[config.mk]
export PLATFORM = sky130hd
export DESIGN_NAME = cia402_profile_position_master
export DESIGN_NICKNAME = d
export VERILOG_FILES = /design/src/hdl/cia402pp_pkg.sv /design/src/hdl/cia402_profile_position_master.sv
export SDC_FILE = /design/constraint.sdc
export NUM_CORES = 1
export LEC_CHECK = 0
export ABC_AREA = 0
export BUFFER_PORTS_ARGS = -buffer_cell sky130_fd_sc_hd__buf_4
export CAP_MARGIN = 0
export CORE_MARGIN = 10
export CORE_UTILIZATION = 35
export CTS_CLUSTER_DIAMETER = 40
export DETAILED_ROUTE_END_ITERATION = 8
export PLACE_DENSITY_LB_ADDON = 0.12
export SLEW_MARGIN = 20
export SYNTH_ARGS = -nofsm -noshare
export SYNTH_HDL_FRONTEND = slang
export SYNTH_SLANG_ARGS = --single-unit
[constraint.sdc]
create_clock -name clock -period 7.05 [get_ports clock]
set_clock_uncertainty 0.1 [all_clocks]
set_input_delay 1.41 -clock clock [delete_from_list [all_inputs] [get_ports clock]]
set_output_delay 1.41 -clock clock [all_outputs]
set_load 0.01 [all_outputs]
[src/hdl/cia402pp_pkg.sv]
package cia402pp_pkg;

   // configuration register indexes
   localparam logic [2:0] CSR_TARGET_OFFSET    = 3'd0;
   localparam logic [2:0] CSR_REACH_TOLERANCE  = 3'd1;
   localparam logic [2:0] CSR_PRELOAD_CYCLES   = 3'd2;
   localparam logic [2:0] CSR_FAULT_LOW_CYCLES = 3'd3;
   localparam logic [2:0] CSR_SYNC_HOLD_CYCLES = 3'd4;

   // configuration reset values
   localparam logic [31:0] RST_TARGET_OFFSET    = 32'hFF4F_37E4;
   localparam logic [15:0] RST_REACH_TOLERANCE  = 16'd500;
   localparam logic [7:0]  RST_PRELOAD_CYCLES   = 8'd20;
   localparam logic [7:0]  RST_FAULT_LOW_CYCLES = 8'd10;
   localparam logic [7:0]  RST_SYNC_HOLD_CYCLES = 8'd5;

   // status word bits and decode masks
   localparam logic [15:0] SW_FAULT            = 16'h0008;
   localparam logic [15:0] SW_MASK_DISABLED    = 16'h004F;
   localparam logic [15:0] SW_SWITCH_DISABLED  = 16'h0040;
   localparam logic [15:0] SW_MASK_STATE       = 16'h006F;
   localparam logic [15:0] SW_READY_TO_SWITCH  = 16'h0021;
   localparam logic [15:0] SW_SWITCHED_ON      = 16'h0023;
   localparam logic [15:0] SW_OP_ENABLED       = 16'h0027;
   localparam logic [15:0] SW_TARGET_REACHED   = 16'h0400;
   localparam logic [15:0] SW_SETPOINT_ACK     = 16'h1000;

   // control words
   localparam logic [15:0] CW_ZERO             = 16'h0000;
   localparam logic [15:0] CW_FAULT_RESET      = 16'h0080;
   localparam logic [15:0] CW_SHUTDOWN         = 16'h0006;
   localparam logic [15:0] CW_SWITCH_ON        = 16'h0007;
   localparam logic [15:0] CW_ENABLE_OP        = 16'h000F;
   localparam logic [15:0] CW_NEW_SETPOINT     = 16'h003F;

   // handshake phases
   localparam logic [2:0] PHASE_ARMED   = 3'd0;
   localparam logic [2:0] PHASE_SETPNT  = 3'd1;
   localparam logic [2:0] PHASE_ACKED   = 3'd2;
   localparam logic [2:0] PHASE_WAITMV  = 3'd3;
   localparam logic [2:0] PHASE_MOVING  = 3'd4;

endpackage

[src/hdl/cia402_profile_position_master.sv]
// response: registered in the output register when its request transaction is accepted
// throughput: one request per cycle; the single output register frees whenever
//   rsp_tready is high, so back-to-back transactions flow without bubbles
// reset: synchronous active-high reset clears all axis state and the output valid,
//   and loads the configuration registers with their default values
module cia402_profile_position_master (
   input  logic        clock,
   input  logic        reset,
   // request stream
   input  logic        req_tvalid,
   output logic        req_tready,
   input  logic [47:0] req_tdata,   // [15:0] status_word, [47:16] actual_position
   // response stream
   output logic        rsp_tvalid,
   input  logic        rsp_tready,
   output logic [55:0] rsp_tdata,   // [15:0] control_word, [47:16] target_position,
                                    // [50:48] motion_phase, [51] target_reached, zero pad
   // configuration writes
   input  logic        csr_we,
   input  logic [2:0]  csr_index,
   input  logic [31:0] csr_wdata
);

   // configuration registers
   logic [31:0] target_offset_ff;
   logic [15:0] reach_tolerance_ff;
   logic [7:0]  preload_cycles_ff;
   logic [7:0]  fault_low_cycles_ff;
   logic [7:0]  sync_hold_cycles_ff;

   // axis state
   logic [7:0]  fault_low_count_ff, fault_low_count_in;
   logic        enabled_seen_ff,    enabled_seen_in;
   logic [31:0] final_target_ff,    final_target_in;
   logic [2:0]  phase_ff,           phase_in;
   logic        moved_ff,           moved_in;
   logic [7:0]  preload_count_ff,   preload_count_in;
   logic        reached_ff,         reached_in;
   logic [8:0]  sync_hold_count_ff, sync_hold_count_in;

   // response register
   logic        rsp_valid_ff;
   logic [15:0] cw_ff,  cw_in;
   logic [31:0] tgt_ff, tgt_in;

   logic        accept;
   logic        trigger;
   logic [15:0] sw;
   logic [31:0] pos;
   logic [32:0] pos_err;
   logic [32:0] err_mag;
   logic        in_tolerance;

   assign sw         = req_tdata[15:0];
   assign pos        = req_tdata[47:16];
   assign req_tready = !rsp_valid_ff || rsp_tready;
   assign accept     = req_tvalid && req_tready;

   // configuration write port
   always_ff @(posedge clock) begin
      if (reset) begin
         target_offset_ff    <= cia402pp_pkg::RST_TARGET_OFFSET;
         reach_tolerance_ff  <= cia402pp_pkg::RST_REACH_TOLERANCE;
         preload_cycles_ff   <= cia402pp_pkg::RST_PRELOAD_CYCLES;
         fault_low_cycles_ff <= cia402pp_pkg::RST_FAULT_LOW_CYCLES;
         sync_hold_cycles_ff <= cia402pp_pkg::RST_SYNC_HOLD_CYCLES;
      end else if (csr_we) begin
         unique case (csr_index)
            cia402pp_pkg::CSR_TARGET_OFFSET:    target_offset_ff    <= csr_wdata;
            cia402pp_pkg::CSR_REACH_TOLERANCE:  reach_tolerance_ff  <= csr_wdata[15:0];
            cia402pp_pkg::CSR_PRELOAD_CYCLES:   preload_cycles_ff   <= csr_wdata[7:0];
            cia402pp_pkg::CSR_FAULT_LOW_CYCLES: fault_low_cycles_ff <= csr_wdata[7:0];
            cia402pp_pkg::CSR_SYNC_HOLD_CYCLES: sync_hold_cycles_ff <= csr_wdata[7:0];
            default: ;
         endcase
      end
   end

   // position error magnitude against the latched target
   // only used in the moving phase, which is reached after the target is latched
   always_comb begin
      pos_err      = {pos[31], pos} - {final_target_ff[31], final_target_ff};
      err_mag      = pos_err[32] ? (33'd0 - pos_err) : pos_err;
      in_tolerance = err_mag <= {17'd0, reach_tolerance_ff};
   end

   // next axis state and response for one status/position transaction
   always_comb begin
      fault_low_count_in = fault_low_count_ff;
      enabled_seen_in    = enabled_seen_ff;
      final_target_in    = final_target_ff;
      phase_in           = phase_ff;
      moved_in           = moved_ff;
      preload_count_in   = preload_count_ff;
      reached_in         = reached_ff;
      sync_hold_count_in = sync_hold_count_ff;
      trigger            = 1'b0;
      tgt_in             = pos;
      cw_in              = cia402pp_pkg::CW_SHUTDOWN;

      // sync hold counter, from the state before this transaction
      priority if (!enabled_seen_ff || (preload_count_ff < preload_cycles_ff)) begin
         sync_hold_count_in = 9'd0;
      end else if (sync_hold_count_ff < {1'b0, sync_hold_cycles_ff}) begin
         sync_hold_count_in = sync_hold_count_ff + 9'd1;
      end else if (sync_hold_count_ff == {1'b0, sync_hold_cycles_ff}) begin
         trigger            = 1'b1;
         sync_hold_count_in = sync_hold_count_ff + 9'd1;
      end else begin
         sync_hold_count_in = sync_hold_count_ff;
      end

      // drive state decode
      priority if ((sw & cia402pp_pkg::SW_FAULT) != 16'd0) begin
         if (fault_low_count_ff < fault_low_cycles_ff) begin
            cw_in              = cia402pp_pkg::CW_ZERO;
            fault_low_count_in = fault_low_count_ff + 8'd1;
         end else begin
            cw_in              = cia402pp_pkg::CW_FAULT_RESET;
            fault_low_count_in = 8'd0;
         end
      end else if ((sw & cia402pp_pkg::SW_MASK_DISABLED) == cia402pp_pkg::SW_SWITCH_DISABLED)
      begin
         cw_in = cia402pp_pkg::CW_SHUTDOWN;
      end else if ((sw & cia402pp_pkg::SW_MASK_STATE) == cia402pp_pkg::SW_READY_TO_SWITCH)
      begin
         cw_in = cia402pp_pkg::CW_SWITCH_ON;
      end else if ((sw & cia402pp_pkg::SW_MASK_STATE) == cia402pp_pkg::SW_SWITCHED_ON) begin
         cw_in = cia402pp_pkg::CW_ENABLE_OP;
      end else if ((sw & cia402pp_pkg::SW_MASK_STATE) == cia402pp_pkg::SW_OP_ENABLED) begin
         // latch the move target on first entry to operation enabled
         if (!enabled_seen_ff) begin
            enabled_seen_in = 1'b1;
            final_target_in = pos + target_offset_ff;
         end
         tgt_in = final_target_in;
         cw_in  = cia402pp_pkg::CW_ENABLE_OP;

         // new set-point handshake
         unique case (phase_ff)
            cia402pp_pkg::PHASE_ARMED: begin
               if (preload_count_ff < preload_cycles_ff) begin
                  preload_count_in = preload_count_ff + 8'd1;
               end else if (trigger) begin
                  cw_in    = cia402pp_pkg::CW_NEW_SETPOINT;
                  phase_in = cia402pp_pkg::PHASE_SETPNT;
               end
            end
            cia402pp_pkg::PHASE_SETPNT: begin
               cw_in = cia402pp_pkg::CW_NEW_SETPOINT;
               if ((sw & cia402pp_pkg::SW_TARGET_REACHED) == 16'd0) moved_in = 1'b1;
               if ((sw & cia402pp_pkg::SW_SETPOINT_ACK) != 16'd0)
                  phase_in = cia402pp_pkg::PHASE_ACKED;
            end
            cia402pp_pkg::PHASE_ACKED: begin
               if ((sw & cia402pp_pkg::SW_TARGET_REACHED) == 16'd0) moved_in = 1'b1;
               if ((sw & cia402pp_pkg::SW_SETPOINT_ACK) == 16'd0)
                  phase_in = moved_in ? cia402pp_pkg::PHASE_MOVING
                                      : cia402pp_pkg::PHASE_WAITMV;
            end
            cia402pp_pkg::PHASE_WAITMV: begin
               if ((sw & cia402pp_pkg::SW_TARGET_REACHED) == 16'd0) begin
                  moved_in = 1'b1;
                  phase_in = cia402pp_pkg::PHASE_MOVING;
               end
            end
            default: begin
               if (((sw & cia402pp_pkg::SW_TARGET_REACHED) != 16'd0) && in_tolerance)
                  reached_in = 1'b1;
            end
         endcase
      end else begin
         cw_in = cia402pp_pkg::CW_SHUTDOWN;
      end
   end

   // axis state registers
   always_ff @(posedge clock) begin
      if (reset) begin
         fault_low_count_ff <= 8'd0;
         enabled_seen_ff    <= 1'b0;
         final_target_ff    <= 32'd0;
         phase_ff           <= cia402pp_pkg::PHASE_ARMED;
         moved_ff           <= 1'b0;
         preload_count_ff   <= 8'd0;
         reached_ff         <= 1'b0;
         sync_hold_count_ff <= 9'd0;
      end else if (accept) begin
         fault_low_count_ff <= fault_low_count_in;
         enabled_seen_ff    <= enabled_seen_in;
         final_target_ff    <= final_target_in;
         phase_ff           <= phase_in;
         moved_ff           <= moved_in;
         preload_count_ff   <= preload_count_in;
         reached_ff         <= reached_in;
         sync_hold_count_ff <= sync_hold_count_in;
      end
   end

   // response output register
   always_ff @(posedge clock) begin
      if (reset) begin
         rsp_valid_ff <= 1'b0;
      end else if (accept) begin
         rsp_valid_ff <= 1'b1;
      end else if (rsp_tready) begin
         rsp_valid_ff <= 1'b0;
      end
   end

   always_ff @(posedge clock) begin
      if (accept) begin
         cw_ff  <= cw_in;
         tgt_ff <= tgt_in;
      end
   end

   assign rsp_tvalid = rsp_valid_ff;
   assign rsp_tdata  = {4'd0, reached_ff, phase_ff, tgt_ff, cw_ff};

   // phase only moves forward
   a_phase_monotonic: assert property (@(posedge clock) disable iff (reset)
      phase_ff >= $past(phase_ff))
      else $error("handshake phase went backward");

   // target reached is sticky
   a_reached_sticky: assert property (@(posedge clock) disable iff (reset)
      reached_ff |=> reached_ff)
      else $error("target reached flag cleared");

   // an empty output register always takes a request
   a_ready_when_empty: assert property (@(posedge clock) disable iff (reset)
      !rsp_valid_ff |-> req_tready)
      else $error("request stalled with empty output register");

   // reached can only be set in the moving phase
   a_reached_phase: assert property (@(posedge clock) disable iff (reset)
      reached_ff |-> (phase_ff == cia402pp_pkg::PHASE_MOVING))
      else $error("target reached outside moving phase");

endmodule

Word level (Yosys, flattened, before mapping)
Cells that the tools add are included.
{"block": "op_classes", "add_sub_neg": 6, "magnitude_cmp": 4, "n_eq_ne": 17, "n_mux": 40, "n_bitwise": 5, "reduce_logical": 28}
{"cell": "$mux 32", "count": 6}
{"cell": "$mux 16", "count": 5}
{"cell": "$le 33x16->1", "count": 1}
{"cell": "$mux 33", "count": 1}
{"cell": "$sub 1x33->33 const A", "count": 1}
{"cell": "$sub 32x32->33", "count": 1}
{"cell": "$add 32x32->32", "count": 1}
{"cell": "$logic_not 16->1", "count": 2}
{"cell": "$mux 9", "count": 3}
{"cell": "$eq 6x5->1 const B", "count": 3}
{"cell": "$mux 3", "count": 6}
{"cell": "$add 8x1->8 const B", "count": 2}
{"cell": "$lt 8x8->1", "count": 2}
{"cell": "$mux 8", "count": 2}
{"cell": "$reduce_and 8->1", "count": 2}
{"cell": "$reduce_and 2->1", "count": 7}
{"cell": "$eq 3x2->1 const B", "count": 4}
{"cell": "$mux 1", "count": 12}
{"cell": "$mux 6", "count": 2}
{"cell": "$pmux 3 s4", "count": 1}
{"cell": "$pmux 6 s2", "count": 1}
{"cell": "$reduce_and 12->1", "count": 1}
{"cell": "$ne 2x2->1 const B", "count": 5}
{"cell": "$add 9x1->9 const B", "count": 1}
{"cell": "other kinds (18)", "count": 28}
{"block": "word_totals", "reg_bits": 184, "output_inout_bits": 58}

Longest topological paths before layout
{"block": "depth", "word_depth": 12, "ltp_mapped": 29, "ltp_nobuf": 27}

Worst setup path before layout
No wires, ideal clock.
{"block": "synth_path", "path_kind": "input -> register", "from": "input req_tdata[36]", "to": "register reached_ff", "setup_ns": 0.075, "arrival_time_ns": 6.392, "required_ns": 6.875, "setup_slack_ns": 0.483, "stages": 27, "n_path_buf": 4, "path_cell_list": "ha_1 -> clkbuf_1 -> and2_1 -> clkbuf_1 -> a211oi_1 -> o21bai_1 -> or4_1 -> o21ai_1 -> o21bai_1 -> o41ai_2 -> clkbuf_1 -> clkbuf_1 -> o21ai_0 -> ha_1 -> nor2b_1 -> o21a_1 -> o21ai_0 -> a21oi_1 -> o31a_1 -> o21ai_0 -> a21oi_1 -> o221ai_1 -> a21oi_1 -> a21oi_1 -> and4_1 -> nand4_1 -> o22ai_1"}
{"block": "synth_via", "elab_chain_len": 6}
{"element": "start, declared", "line_no": "cia402_profile_position_master.sv:12", "rtl": "input logic [47:0] req_tdata,"}
{"element": "$sub 32x32->33 (*)", "line_no": "cia402_profile_position_master.sv:82", "rtl": "pos_err = {pos[31], pos} - {final_target_ff[31], final_target_ff};"}
{"element": "$sub 1x33->33", "line_no": "cia402_profile_position_master.sv:83", "rtl": "err_mag = pos_err[32] ? (33'd0 - pos_err) : pos_err;"}
{"element": "$mux 33 (*)", "line_no": "cia402_profile_position_master.sv:83"}
{"element": "$le 33x16->1 (*)", "line_no": "cia402_profile_position_master.sv:84", "rtl": "in_tolerance = err_mag <= {17'd0, reach_tolerance_ff};"}
{"element": "$logic_and 1x1->1 (*)", "line_no": "cia402_profile_position_master.sv:168", "rtl": "if (((sw & cia402pp_pkg::SW_TARGET_REACHED) != 16'd0) && in_tolerance)"}
{"element": "$reduce_and 8->1 (no source line) (*)"}
{"element": "end signal, assigned", "line_no": "cia402_profile_position_master.sv:195", "rtl": "reached_ff <= reached_in;"}
{"element": "end, declared", "line_no": "cia402_profile_position_master.sv:38", "rtl": "logic reached_ff, reached_in;"}
Every way passes the cells marked *; elsewhere a longest branch is shown, timed or not.
A chain may end at the register's enable or synchronous reset.

Final worst setup path
{"block": "layout_path", "from": "input req_tdata[16]", "to": "register reached_ff"}
The elaborated chain is that of the path after synthesis.

==> results.md <==
* Layout cells sized above 1 at 11.5%
* Detailed Place HPWL at 28,700 um
* GP Congestion at 0.863
* Starting Density at 35.6%
* N_diodes at 0
* Initial drt markers at about 680
* Synth top cells by count: 280 x nand2_1, 152 x a21oi_1, 136 x dfxtp_1, 118 x nor2_1, 105 x ha_1
* Post-synth top flop: dfxtp_1
* Crit-path slowest cell: fa_1
* Worst reg2reg path depth at 25
* TritonCTS clock tree: done
* Psw at between 800 and 900 uW
* Syn_area_per_cell at between 7 and 8 sq um
* Worst IR drop on VDD at 178 uV
* Setup TNS at 0 ns
* Worst Setup Path Type: in -> reg
* DRC violation count after routing at 0
* P_leak at between 0.005 and 0.006 uW
* Most numerous cell in the Yosys netlist: nand2_1
* Clock power frac at a little under two fifths
* Fin crit share at between 90% and 100%
* Max-slew violation count at 0
* I/O pins at 146
* Die height at about 210 um
* Vias in the first global route at roughly 11,000
* RR Startpoint: final_target_ff[17]
* Sink Count at around 170
* Largest cells by area after synthesis: dfxtp_1 22%, ha_1 11%, edfxtp_1 9.0%
* Cell Pwr Density at around 180 nW/um^2
* Clock buffer depth at 2
* PostCTS Resize Cnt at 0
* Seq cells post-synth at 173
* Clock latency on the worst-skew pair at between 0.4 and 0.5 ns
* Max Clock Freq at about 160 MHz
* Worst hold slack at ~0.36 ns
* Internal Pwr Total at around 1800 uW
* EDFF count, synth at 37
* Hold violation count in the final report at 0
* CP Max Fanout at 19
* Worst path arrival time at about 6.7 ns
* Drt pass-1 iters at 4
* H-tree levels at 4
* Area share of the largest cell type after synthesis at around 22%
* Largest net degree at the start of global routing at 79
* Clock-pin slew on the worst setup and hold paths at approximately 0.07 ns
* CTS Buf Count at 17
* Actual slew at the worst max-slew pin at 1.11 ns
* Post-CTS Setup Bufs at 0
* Synthesized instance count at roughly 1,600
* Worst slew margin at between 20% and 30%
* Final WL at between 30,000 and 40,000 um
* Sequential share of power at 40.5%
* Comb pwr share at between 20 and 25%
* Clock Tree Root: clkbuf_16
* Most used cell along the critical path: a21oi_1
* Reg-to-reg endpoint: reached_ff
* Worst R2R Setup Slack at roughly 1.4 ns
* Routed Antenna Nets at 0
* Layout area overhead at 15.3%
* Hold_sp: preload_cycles_ff[6]
* IO Port Bufs at 124
* Filler Cell Count at ~3,700
* Row cnt at 68
* Core Area at ~35,000 sq um
* Mapped Area at about 12,000 sq um
* Post-layout minimum cycle time at about 6.4 ns
* Total GRT Usage at 17.3%
* Setup violators final at 0
* Die width at 208 um
* Sw Share at around a third
* Avg Vias per Cell at roughly 5.2
* Synth area leader: dfxtp_1
* M1 WL at between 15,000 and 20,000 um
* Synth warn at 0
* Unrepaired setup endpoints after global routing: false
* Final #Nets at 1,873
* Overflow after GRT at 0
* Routed wl met3 at between 1000 and 1500 um
* Slowest stage delay, CP at about 0.42 ns
* Min-delay worst type: reg -> reg
* WL met2 at between 15,000 and 20,000 um
* Outcome: finished, final reports clean
* Hold depth at 2
* Crit. End Element: register
* Post-synthesis sequential area ratio at between 30 and 40%
* Synth cell types at 84
* Max Cap Violations at 0
* DR top layer: met4
* Crit path launch type: primary input
* Total power at around 2600 uW
* Via Count at roughly 11,000
* Post-CTS Hold Fix Bufs at 0
* Avg WL per Cell at between 15 and 20 um
* Die area at around 43,000 sq um
* Hold Path End: preload_cycles_ff[6]
* Ys async rst share at 0%
* Initial antenna violation count at 0
* First-pass GRT wire length at about 60,000 um
* WP data required at about 7.3 ns
layer usage:
metal,track usage [%],vias to the layer above
met1,23.1,5307
met5,0,-
met4,3.96,0
li1,-,5712
met3,3.32,28
met2,28.1,218
worst max-delay path, delay by kind of cell:
family,cells,cell delay (ns)
simple gates,6,1.12
buf+inv,3,0.38
xor+xnor,1,0.17
compound gates,14,2.65
fa+ha+maj,3,0.93
worst max-delay path by stage:
stage / startpoint / endpoint / slack [ns]
3_5_place_dp: req_tdata[16] / reached_ff / 0.28
5_1_grt: req_tdata[33] / reached_ff / 0.36
6_report: req_tdata[16] / reached_ff / 0.65
4_1_cts: req_tdata[16] / reached_ff / 0.73
2_1_floorplan: req_tdata[36] / reached_ff / 0.48
3_3_place_gp: req_tdata[16] / reached_ff / 0.31
power groups by stage:
| stage | Clock (uW) | Combinational, uW | Sequential, uW |
|---|---|---|---|
| finish | 984 | 563 | 1050 |
| global route | 1050 | 631 | 1060 |
| CTS | 1020 | 564 | 1050 |
| detailed placement | 0 | 560 | 1080 |
| global placement | 0 | 557 | 1080 |
| floorplan | 0 | 383 | 1080 |
final cells by class:
type	count	area (sq um)	area share [%]
clock inverter	15	178	1.25
inverter	104	390	2.74
multi-input combinational	1243	7790	54.7
clock buffer	17	425	2.99
sequential	173	3830	26.9
tap	455	569	4.00
timing repair buffer	139	1040	7.33
through the flow:
step | setup WS, ns | std cells | area [sq um] | util [%]
global placement | 0.310 | 2114 | 13600 | 39.3
CTS | 0.733 | 2146 | 14200 | 41.0
floorplan | 0.483 | 1602 | 12400 | -
global route | 0.355 | 2146 | 14200 | 41.0
detailed placement | 0.276 | 2114 | 13600 | 39.3
finish | 0.646 | 2146 | 14200 | 41.0
placed cells by master (no fill, tap or decap), types with 13 or more instances in the layout:
master       n
nand2b_1    19
conb_1      13
ha_1       105
o21a_1      19
nor2_1     117
clkbuf_16   17
a31oi_1     13
nand4_1     22
nand2_1    279
xor2_1      32
nor2b_1     13
nor3_1      35
o21ai_0     73
edfxtp_1    37
a211oi_1    22
dfxtp_1    136
xnor2_1     49
a21o_1      35
nand3b_1    30
inv_1      102
buf_4      139
a21oi_1    152
mux2i_1     22
nand3_1     28
and3_1      15
flip-flops by register name (all words and copies together) (netlist names), 5 cells and up:
| signal | count |
|---|---|
| preload_cycles_ff | 8 |
| fault_low_cycles_ff | 8 |
| cw_ff | 5 |
| sync_hold_count_ff | 9 |
| sync_hold_cycles_ff | 8 |
| preload_count_ff | 8 |
| target_offset_ff | 32 |
| tgt_ff | 32 |
| final_target_ff | 32 |
| reach_tolerance_ff | 16 |
| fault_low_count_ff | 8 |
cells by family after synthesis:
kind of cell,share of synthesized area [%]
compound gates,20.0
xor+xnor,5.88
fa+ha+maj,11.0
buf+inv,6.33
flops,31.1
mux,2.18
other cells,0.0304
simple gates,23.5
Note: power is estimated with default switching activity, not from simulation.
